**src/design/skve_pkg.sv**
```systemverilog
// Shared types, character codes and arithmetic constants for the key value encoder.
// No dependencies; used by skve_decode, skve_fxp_pipe and smc_key_value_encoder.
package skve_pkg;

  // Configuration register indexes
  localparam int unsigned CFG_IDX_W = 2;
  localparam logic [CFG_IDX_W-1:0] REG_TYPE_CODE   = 2'd0;
  localparam logic [CFG_IDX_W-1:0] REG_VALUE_SIZE  = 2'd1;
  localparam logic [CFG_IDX_W-1:0] REG_VALUE_SCALE = 2'd2;

  localparam logic [15:0] SCALE_RESET = 16'd1000;

  // Type characters
  localparam logic [7:0] CH_NUL = 8'h00;
  localparam logic [7:0] CH_U   = 8'h75;
  localparam logic [7:0] CH_S   = 8'h73;
  localparam logic [7:0] CH_I   = 8'h69;
  localparam logic [7:0] CH_F   = 8'h66;
  localparam logic [7:0] CH_P   = 8'h70;
  localparam logic [7:0] CH_8   = 8'h38;
  localparam logic [7:0] CH_1   = 8'h31;
  localparam logic [7:0] CH_3   = 8'h33;
  localparam logic [7:0] CH_6   = 8'h36;
  localparam logic [7:0] CH_2   = 8'h32;

  localparam logic [4:0] FP_DIGITS = 5'd16;
  localparam logic [4:0] SP_DIGITS = 5'd15;

  // Fixed-point datapath: (x / 1000) mod 2^16 only needs x mod (125 * 2^19).
  localparam int unsigned FXP_STAGES = 6;
  localparam int unsigned LO_BITS    = 19;
  localparam logic [5:0]  FOLD22     = 6'd54;        // 2^22 mod 125
  localparam logic [3:0]  FOLD14     = 4'd9;         // 2^14 mod 125
  localparam logic [18:0] M125       = 19'd268436;   // ceil(2^25 / 125)
  localparam int unsigned M125_SH    = 25;
  localparam logic [23:0] R125       = 24'd8589935;  // ceil(2^30 / 125)
  localparam int unsigned R125_SH    = 30;
  localparam logic [6:0]  DIV125     = 7'd125;

  typedef struct packed {
    logic        fxp_sel;  // result comes from the fixed-point datapath
    logic        minus;    // reading is negative
    logic [32:0] plain;    // integer or pass-through result
  } skve_side_t;

  function automatic logic [3:0] hex_digit(input logic [7:0] c);
    logic [7:0] d;
    begin
      d = 8'd0;
      if (c >= 8'h61 && c <= 8'h66) begin
        d = c - 8'd87;
      end else if (c >= 8'h30 && c <= 8'h39) begin
        d = c - 8'd48;
      end
      return d[3:0];
    end
  endfunction

  function automatic logic [15:0] swap16(input logic [15:0] v);
    return {v[7:0], v[15:8]};
  endfunction

  function automatic logic [31:0] swap32(input logic [31:0] v);
    return {v[7:0], v[15:8], v[23:16], v[31:24]};
  endfunction

endpackage

```
**src/design/skve_decode.sv**
```systemverilog
// Type decoder and integer/pass-through encoder for the key value encoder.
// Depends on skve_pkg.
module skve_decode (
  input  logic [31:0]         type_code,
  input  logic [7:0]          value_size,
  input  logic [31:0]         raw_value,
  output skve_pkg::skve_side_t side,
  output logic [31:0]         mag,
  output logic [3:0]          frac_bits
);

  logic [7:0]  c0, c1, c2, c3;
  logic [31:0] int_v;
  logic        int_neg;
  logic [4:0]  digit_sum;
  logic        minus;

  assign c0 = type_code[31:24];
  assign c1 = type_code[23:16];
  assign c2 = type_code[15:8];
  assign c3 = type_code[7:0];

  assign minus     = raw_value[31];
  assign mag       = minus ? (32'd0 - raw_value) : raw_value;
  assign frac_bits = skve_pkg::hex_digit(c3);
  assign digit_sum = {1'b0, skve_pkg::hex_digit(c2)} + {1'b0, frac_bits};

  // unsigned types fold a negative reading to its magnitude
  assign int_v   = (c0 == skve_pkg::CH_U && minus) ? mag : raw_value;
  assign int_neg = minus && (c0 != skve_pkg::CH_U);

  always_comb begin
    side.minus   = minus;
    side.fxp_sel = 1'b0;
    side.plain   = {raw_value[31], raw_value};
    if ((c0 == skve_pkg::CH_U || c0 == skve_pkg::CH_S) && c1 == skve_pkg::CH_I) begin
      unique case (c2)
        skve_pkg::CH_8: begin
          if (c3 == skve_pkg::CH_NUL && value_size == 8'd1) begin
            side.plain = {25'd0, int_neg ? (mag[7:0] | 8'h80) : int_v[7:0]};
          end else begin
            side.plain = {int_v[31], int_v};
          end
        end
        skve_pkg::CH_1: begin
          if (c3 == skve_pkg::CH_6 && value_size == 8'd2) begin
            side.plain = {17'd0, skve_pkg::swap16(int_neg ? (mag[15:0] | 16'h8000)
                                                          : int_v[15:0])};
          end else begin
            side.plain = {int_v[31], int_v};
          end
        end
        skve_pkg::CH_3: begin
          if (c3 == skve_pkg::CH_2 && value_size == 8'd4) begin
            side.plain = {1'b0, skve_pkg::swap32(int_neg ? (mag | 32'h8000_0000) : int_v)};
          end else begin
            side.plain = {int_v[31], int_v};
          end
        end
        default: begin
          side.plain = 33'd0;
        end
      endcase
    end else if ((c0 == skve_pkg::CH_F || c0 == skve_pkg::CH_S) && c1 == skve_pkg::CH_P) begin
      if (digit_sum == ((c0 == skve_pkg::CH_F) ? skve_pkg::FP_DIGITS : skve_pkg::SP_DIGITS)) begin
        side.fxp_sel = 1'b1;
      end
    end
  end

endmodule

```
**src/design/skve_fxp_pipe.sv**
```systemverilog
// Six-stage fixed-point datapath: ((mag * scale) << frac_bits) / 1000, low 16 bits.
// Depends on skve_pkg; stage enables come from the top-level pipeline control.
module skve_fxp_pipe (
  input  logic                                clk,
  input  logic [skve_pkg::FXP_STAGES-1:0]     adv,
  input  logic [31:0]                         mag,
  input  logic [15:0]                         value_scale,
  input  logic [3:0]                          frac_bits,
  output logic [15:0]                         quo
);

  localparam int unsigned LO = skve_pkg::LO_BITS;

  logic [47:0] prod;
  logic [62:0] xs;
  logic [43:0] x_hi;
  logic [27:0] f1, f1_next;
  logic [17:0] f2, f2_next, f2b;
  logic [LO-1:0] lo3, lo4, lo5;
  logic [36:0] qm_prod;
  logic [11:0] qm;
  logic [17:0] rem_full;
  logic [22:0] v23, v23_next;
  logic [46:0] quo_prod;

  // stage A: full-width product
  always_ff @(posedge clk) begin
    if (adv[0]) begin
      prod <= {16'd0, mag} * {32'd0, value_scale};
    end
  end

  // stage B: shift, first fold of the high part mod 125
  assign xs      = {15'd0, prod} << frac_bits;
  assign x_hi    = xs[62:LO];
  assign f1_next = 28'(x_hi[43:22]) * 28'(skve_pkg::FOLD22) + 28'(x_hi[21:0]);

  always_ff @(posedge clk) begin
    if (adv[1]) begin
      f1  <= f1_next;
      lo3 <= xs[LO-1:0];
    end
  end

  // stage C: second fold
  assign f2_next = 18'(f1[27:14]) * 18'(skve_pkg::FOLD14) + 18'(f1[13:0]);

  always_ff @(posedge clk) begin
    if (adv[2]) begin
      f2  <= f2_next;
      lo4 <= lo3;
    end
  end

  // stage D: quotient of f2 by 125 via reciprocal
  assign qm_prod = 37'(f2) * 37'(skve_pkg::M125);

  always_ff @(posedge clk) begin
    if (adv[3]) begin
      qm  <= qm_prod[skve_pkg::M125_SH+11:skve_pkg::M125_SH];
      f2b <= f2;
      lo5 <= lo4;
    end
  end

  // stage E: residue, rebuild x mod 65536000 and drop the factor of 8
  assign rem_full = f2b - 18'(qm) * 18'(skve_pkg::DIV125);
  assign v23_next = {rem_full[6:0], lo5[LO-1:3]};

  always_ff @(posedge clk) begin
    if (adv[4]) begin
      v23 <= v23_next;
    end
  end

  // stage F: divide by 125
  assign quo_prod = 47'(v23) * 47'(skve_pkg::R125);

  always_ff @(posedge clk) begin
    if (adv[5]) begin
      quo <= quo_prod[skve_pkg::R125_SH+15:skve_pkg::R125_SH];
    end
  end

endmodule

```
**src/design/smc_key_value_encoder.sv**
```systemverilog
// Top level of the key value encoder: config registers, pipeline control, output stage.
// Depends on skve_pkg, skve_decode and skve_fxp_pipe.
//
// Usage:
//  - Config channel (cfg_valid/cfg_ready, cfg_index, cfg_data): always ready; index 0 is
//    type_code, 1 is value_size, 2 is value_scale. Write only while no transaction is
//    in flight.
//  - Input channel (in_valid/in_stall, raw_value): one reading per transaction.
//  - Output channel (out_valid/out_stall, encoded_value): one result per reading, in order.
//  - Eight register stages lie between an accepted input and out_valid: input register,
//    six fixed-point stages, output register. Throughput: one transaction per cycle while
//    out_stall is low. The integer and pass-through results ride along the same stages.
//  - Each stage has its own valid bit and loads when empty or when the next stage
//    moves, so bubbles are squeezed out while the receiver stalls; in_stall rises
//    only once all eight stages hold data and out_stall is high.
//  - Reset (rst, synchronous): empties the pipeline, type_code = 0, value_size = 0,
//    value_scale = 1000.
module smc_key_value_encoder (
  input  logic                          clk,
  input  logic                          rst,
  // config write
  input  logic                          cfg_valid,
  output logic                          cfg_ready,
  input  logic [skve_pkg::CFG_IDX_W-1:0] cfg_index,
  input  logic [31:0]                   cfg_data,
  // input readings
  input  logic                          in_valid,
  output logic                          in_stall,
  input  logic [31:0]                   raw_value,
  // encoded results
  output logic                          out_valid,
  input  logic                          out_stall,
  output logic signed [32:0]            encoded_value
);

  localparam int unsigned NSTG = skve_pkg::FXP_STAGES + 2;

  logic [31:0] type_code;
  logic [7:0]  value_size;
  logic [15:0] value_scale;

  logic [NSTG-1:0]      vld;
  logic [NSTG-1:0]      en;
  skve_pkg::skve_side_t side_in;
  skve_pkg::skve_side_t side [NSTG-1];
  logic [31:0]          mag_in, mag;
  logic [3:0]           frac_bits;
  logic [15:0]          quo;
  logic [15:0]          fxp_word;

  // ---- configuration registers ----
  assign cfg_ready = 1'b1;

  always_ff @(posedge clk) begin
    if (rst) begin
      type_code   <= 32'd0;
      value_size  <= 8'd0;
      value_scale <= skve_pkg::SCALE_RESET;
    end else if (cfg_valid && cfg_ready) begin
      unique case (cfg_index)
        skve_pkg::REG_TYPE_CODE:   type_code   <= cfg_data;
        skve_pkg::REG_VALUE_SIZE:  value_size  <= cfg_data[7:0];
        skve_pkg::REG_VALUE_SCALE: value_scale <= cfg_data[15:0];
        default: ;
      endcase
    end
  end

  // ---- pipeline control: a stage loads when empty or when its successor moves ----
  always_comb begin
    en[NSTG-1] = !vld[NSTG-1] || !out_stall;
    for (int k = NSTG - 2; k >= 0; k--) begin
      en[k] = !vld[k] || en[k+1];
    end
  end

  assign in_stall  = !en[0];
  assign out_valid = vld[NSTG-1];

  always_ff @(posedge clk) begin
    if (rst) begin
      vld <= '0;
    end else begin
      if (en[0]) begin
        vld[0] <= in_valid;
      end
      for (int k = 1; k < NSTG; k++) begin
        if (en[k]) begin
          vld[k] <= vld[k-1];
        end
      end
    end
  end

  // ---- stage 0: decode type, integer result, magnitude ----
  skve_decode u_decode (
    .type_code  (type_code),
    .value_size (value_size),
    .raw_value  (raw_value),
    .side       (side_in),
    .mag        (mag_in),
    .frac_bits  (frac_bits)
  );

  always_ff @(posedge clk) begin
    if (en[0]) begin
      side[0] <= side_in;
      mag     <= mag_in;
    end
    for (int k = 1; k < NSTG - 1; k++) begin
      if (en[k]) begin
        side[k] <= side[k-1];
      end
    end
  end

  // ---- stages 1..6: fixed-point scale, shift, divide by 1000 ----
  skve_fxp_pipe u_fxp (
    .clk         (clk),
    .adv         (en[NSTG-2:1]),
    .mag         (mag),
    .value_scale (value_scale),
    .frac_bits   (frac_bits),
    .quo         (quo)
  );

  // ---- output stage: sign bit, byte swap, select ----
  assign fxp_word = skve_pkg::swap16({quo[15] | side[NSTG-2].minus, quo[14:0]});

  always_ff @(posedge clk) begin
    if (en[NSTG-1]) begin
      encoded_value <= side[NSTG-2].fxp_sel ? $signed({17'd0, fxp_word})
                                            : $signed(side[NSTG-2].plain);
    end
  end

`ifndef SYNTH
  // an empty output stage lets every stage move
  a_no_stall_when_out_empty: assert property (@(posedge clk) disable iff (rst)
    !out_valid |-> !in_stall)
    else $error("in_stall high with empty output stage");

  // input is refused only when every stage holds a transaction and the receiver stalls
  a_stall_only_when_full: assert property (@(posedge clk) disable iff (rst)
    in_stall |-> ((&vld) && out_stall))
    else $error("in_stall high with a free stage");

  // an accepted reading lands in the first stage
  a_accept_loads: assert property (@(posedge clk) disable iff (rst)
    (in_valid && !in_stall) |=> vld[0])
    else $error("accepted reading lost at stage 0");

  // fixed-point results fit in 16 bits
  a_fxp_width: assert property (@(posedge clk) disable iff (rst)
    (en[NSTG-1] && vld[NSTG-2] && side[NSTG-2].fxp_sel) |=> (encoded_value[32:16] == 17'd0))
    else $error("fixed-point result wider than 16 bits");
`endif

endmodule
```
**config.mk**
```make
export PLATFORM = sky130hd
export DESIGN_NAME = smc_key_value_encoder
export DESIGN_NICKNAME = d
export VERILOG_FILES = /design/src/design/skve_pkg.sv /design/src/design/skve_decode.sv /design/src/design/skve_fxp_pipe.sv /design/src/design/smc_key_value_encoder.sv
export SDC_FILE = /design/constraint.sdc
export NUM_CORES = 2
export LEC_CHECK = 0
export BUFFER_PORTS_ARGS = -buffer_cell sky130_fd_sc_hd__buf_4
export CAP_MARGIN = 20
export CORE_UTILIZATION = 50
export DETAILED_ROUTE_END_ITERATION = 8
export GPL_TIMING_DRIVEN = 1
export PLACE_DENSITY = 0.64
export SETUP_SLACK_MARGIN = 0.3
export SLEW_MARGIN = 40
export SYNTH_ARGS = -nofsm -noshare
export SYNTH_HDL_FRONTEND = slang
export SYNTH_SLANG_ARGS = --single-unit
```
**constraint.sdc**
```tcl
create_clock -name clk -period 22.7 [get_ports clk]
set_input_delay 4.54 -clock clk [delete_from_list [all_inputs] [get_ports clk]]
set_output_delay 4.54 -clock clk [all_outputs]
set_load 0.05 [all_outputs]
```
# [Word-level counts from Yosys, hierarchy flattened]
# Memory sizes are Yosys's and may differ from the RTL's.
# Index checks and enable logic that the tools add are counted.
[word_totals] reg_bits=338 ram_bits=245 inputBits=71 elab_cells=136 memories=1
[classes] addsub=9 mul=6 magnitude_cmp=8 n_eq_ne=17 n_shift=1 muxes=33 bitwise_logic=1 n_reduce_logical=36
[memory_table] name="side" depth=7 word_bits=35 rd=7 rd_clocked_by_memory_dff=0 wr=7 line_no="smc_key_value_encoder.sv:45" rtl="skve_pkg::skve_side_t side [NSTG-1];"
[ops] op="$mux W33" n=4
[ops] op="$pmux W33 S3" n=1
[ops] op="$mux W32" n=3
[ops] op="$shl A48 B4 Y63" n=1
[ops] op="$mul A32 B16 Y48" n=1
[ops] op="$mul A23 B24 Y46 const B" n=1
[ops] op="$eq A8 B6 Y1 const B" n=5
[ops] op="$eq A8 B7 Y1 const B" n=5
[ops] op="$mul A18 B17 Y35 const B" n=1
[ops] op="$mux W16" n=2
[ops] op="$sub A1 B32 Y32 const A" n=1
[ops] op="$add A28 B22 Y28" n=1
[ops] op="$mul A22 B5 Y27 const B" n=1
[ops] op="$add A18 B14 Y18" n=1
[ops] op="$mul A14 B4 Y18 const B" n=1
[ops] op="$mux W1" n=17
[ops] op="$ge A8 B6 Y1 const B" n=2
[ops] op="$ge A8 B7 Y1 const B" n=2
[ops] op="$le A8 B6 Y1 const B" n=2
[ops] op="$le A8 B7 Y1 const B" n=2
[ops] op="$mux W4" n=4
[ops] op="$mul A12 B7 Y7 const B" n=1
[ops] op="$logic_and A1 B1 Y1" n=11
[ops] op="$logic_not A1 Y1" n=10
[ops] op="other kinds (18)" n=31

# [Longest topological paths before layout]
[depth] ltp_word=11 depth_mapped=37 mapped_depth_nobuf=35

# [Cells and area by module]
# From an unflattened synthesis, not the netlist that was laid out.
[hier_totals] hier_cells=5166 area_unflattened_um2=55647.1
[by_module_without_submodules] module="skve_fxp_pipe" instances=1 cells_each=4089 area_each_um2=40720.3 seq_area_each_um2=5855.6
[by_module_without_submodules] module="smc_key_value_encoder" instances=1 cells_each=626 area_each_um2=11906.4 seq_area_each_um2=10590.2
[by_module_without_submodules] module="skve_decode" instances=1 cells_each=451 area_each_um2=3020.4 seq_area_each_um2=0.0

# [Worst setup path after synthesis]
# No wires, ideal clock.
[synth_path] path_kind="input -> output" start="input out_stall" end="output in_stall" t_arrival_ns=9.685 required_time_ns=18.160 path_slack_ns=8.475 stages=6 cell_sequence="and3_1 -> and3_1 -> nand3_1 -> nor2_1 -> nand2_1 -> inv_1"
[synth_between] elab_chain_len=10
[synth_rtl] item="start: declaration" line_no="smc_key_value_encoder.sv:32" rtl="input logic out_stall,"
[synth_rtl] item="$logic_not A1 Y1" line_no="smc_key_value_encoder.sv:71" rtl="en[NSTG-1] = !vld[NSTG-1] || !out_stall;"
[synth_rtl] item="$logic_or A1 B1 Y1" line_no="smc_key_value_encoder.sv:71"
[synth_rtl] item="$logic_or A1 B1 Y1 (5 in series)" line_no="smc_key_value_encoder.sv:73" rtl="en[k] = !vld[k] || en[k+1];"
[synth_rtl] item="net en[2]" line_no="smc_key_value_encoder.sv:43" rtl="logic [NSTG-1:0] en;"
[synth_rtl] item="$logic_or A1 B1 Y1 (2 in series)" line_no="smc_key_value_encoder.sv:73"
[synth_rtl] item="$logic_not A1 Y1" line_no="smc_key_value_encoder.sv:77" rtl="assign in_stall = !en[0];"
[synth_rtl] item="end: declaration" line_no="smc_key_value_encoder.sv:28" rtl="output logic in_stall,"
# The timed path passes the listed nets, and every way through them passes these cells.

# [Worst setup path after layout]
# Same ends and word-level chain as after synthesis.

==> flow_summary.json <==
{
  "status": "finished, final reports clean",
  "endpoint_kind": "output pin",
  "drt-initial-drc-count": 2446,
  "cts.path.max_buffers": 3,
  "finalWeightedCongestion": 0.946,
  "preCtsSetupSlack_ns": 11.11,
  "gr-total-overflow": 0,
  "synth-edff-count": 505,
  "final_common_cell": "inv_1",
  "synthesis.area_per_instance_sq_um": 10.6,
  "cts_tree": "done",
  "relSlewSlack": 0.391,
  "hpwl_mm": 101,
  "routed_wirelength_mm": 129,
  "clock_latency_ns": 0.65,
  "synthCells": 5150,
  "syn_nets": 6526,
  "antenna_found_initial": 11,
  "clkTransAtPathRegs_ns": 0.06,
  "fin_nets": 6587,
  "ys_ff_latch": 569,
  "timing.final.ws_setup_ns": 11.13,
  "crit_type": "primary input to output pin",
  "fin_util": 0.548,
  "grt_setup_unrepaired": "false",
  "ctsHoldBuffers": 0,
  "slew_violations": 0,
  "synth_ff_type": "edfxtp_1",
  "die-height_microns": 333,
  "avgRoutedWirePerCell_microns": 19.4,
  "dieArea_sq_mm": 0.111,
  "grt_max_degree": 84,
  "ys_seq_area_frac": 0.301,
  "core_sq_mm": 0.108,
  "fillCellCount": 9431,
  "die_x_microns": 333,
  "ys_warn_count": 0,
  "cts.sinks": 569,
  "antenna_left": 0,
  "hold_path_startpoint": "side[2][16]",
  "finalSetupViolCount": 0,
  "grt_pass1_vias": 37449,
  "maxCapViolCount": 0,
  "clockRootBuffer": "clkbuf_16",
  "htree_levels": 2,
  "crit_required_ns": 18.16,
  "drive_gt1_frac": 0.0597,
  "rows": 120,
  "track_usage": 0.240,
  "io_pins": 107,
  "synth_cell_types": 86,
  "timing.setup.tns_ns": 0,
  "numPortBuffers": 105,
  "cts_resized": 0,
  "area_delta_synth_final_pct": 8.06,
  "synthArstFlopShare": 0,
  "hold_viol_final": 0,
  "layout_common_cells": "inv_1, fa_1, nand2_1",
  "worst_pin_slew_ns": 0.913,
  "crit_fanout": 68,
  "start_util": 0.507,
  "arrival_ns": 7.03,
  "start_kind": "primary input",
  "syn_area_sq_mm": 0.0547,
  "fmax_ghz": 0.0864,
  "vias": 36323,
  "finalHoldWorstSlack_ns": 0.400,
  "cts_buffers": 57,
  "grt_pass1_wl_mm": 208,
  "first_pass_iters": 6,
  "r2r-start": "type_code[0]",
  "min_period_over_period": 0.510,
  "hold_class": "register to register",
  "cts_setup_buffers": 0,
  "vias_per_cell": 5.45,
  "startpoint": "out_stall",
  "fin_skew_ns": 0.0481,
  "drc": 0,
  "period_needed_ns": 11.57
}
## per-stage QoR
step / cell area [sq um] / cells
after floorplan: 54700 / 5150
after global placement: 57000 / 6545
after detailed placement: 57200 / 6552
after CTS: 59000 / 6656
after global routing: 59100 / 6659
final: 59100 / 6664
## synthesized netlist by cell type (all sizes together), types with 31 or more instances
cell type,instances,area [sq um]
inv,976,3660
fa,671,13400
nand2,638,2390
ha,634,7930
edfxtp,505,15200
a21oi,196,988
nor2,161,604
and2,155,970
mux2i,146,1460
clkbuf,144,541
xnor2,127,1110
o21ai,116,581
dfxtp,64,1280
a21o,55,413
xor2,48,420
nor3,39,200
nor2b,34,213
nand3,31,155
o21a,31,233
## worst max-delay path, stage by stage
cell and delay, ns:
buf_4 0.09, and3_1 0.29, and3_1 0.38, nand3_4 0.29, nor2_1 0.49, nand2_8 0.40
inv_1 0.28, buf_4 0.24
## worst paths after layout
kind / end / slack (ns) / cells after the start
worst min register to register: side[3][16] / 0.40 / 0
worst max register to register: u_fxp.f1[27] / 13.49 / 32
worst min-delay path: side[3][16] / 0.40 / 0
worst max-delay path: in_stall / 11.13 / 8
## cells by family after synthesis
logic type      share of synthesized area
fa+ha+maj                           0.391
simple gates                        0.102
buf+inv                            0.0781
compound gates                     0.0696
flops                               0.301
xor+xnor                           0.0280
mux                                0.0306
other cells                     0.0000686
## flip-flops by register name, summed over array words and instances (netlist names), 8 cells and up
name,cells
u_fxp.f1,28
u_fxp.v23,23
u_fxp.prod,48
type_code,32
mag,32
side,245
u_fxp.f2,18
vld,8
value_size,8
u_fxp.lo4,16
u_fxp.quo,16
encoded_value,33
u_fxp.lo3,16
u_fxp.lo5,16
value_scale,16
## routing by layer
metal | track usage | share of wire
met5 | 0 | 0.00056
met4 | 0.0629 | 0.025
met3 | 0.0390 | 0.064
met2 | 0.394 | 0.47
met1 | 0.330 | 0.44
## final cells by class
type | instances | area, sq um | area share
clock inverter | 37 | 404 | 0.00684
clock buffer | 67 | 1460 | 0.0248
antenna | 5 | 12.5 | 0.000212
tap | 1403 | 1760 | 0.0297
inverter | 976 | 3670 | 0.0621
sequential | 569 | 16500 | 0.279
timing repair buffer | 161 | 1280 | 0.0216
multi-input combinational | 3446 | 34100 | 0.576
Power is not shown: default switching activity piles up to over one toggle a cycle in this logic, so the estimate is an artifact.
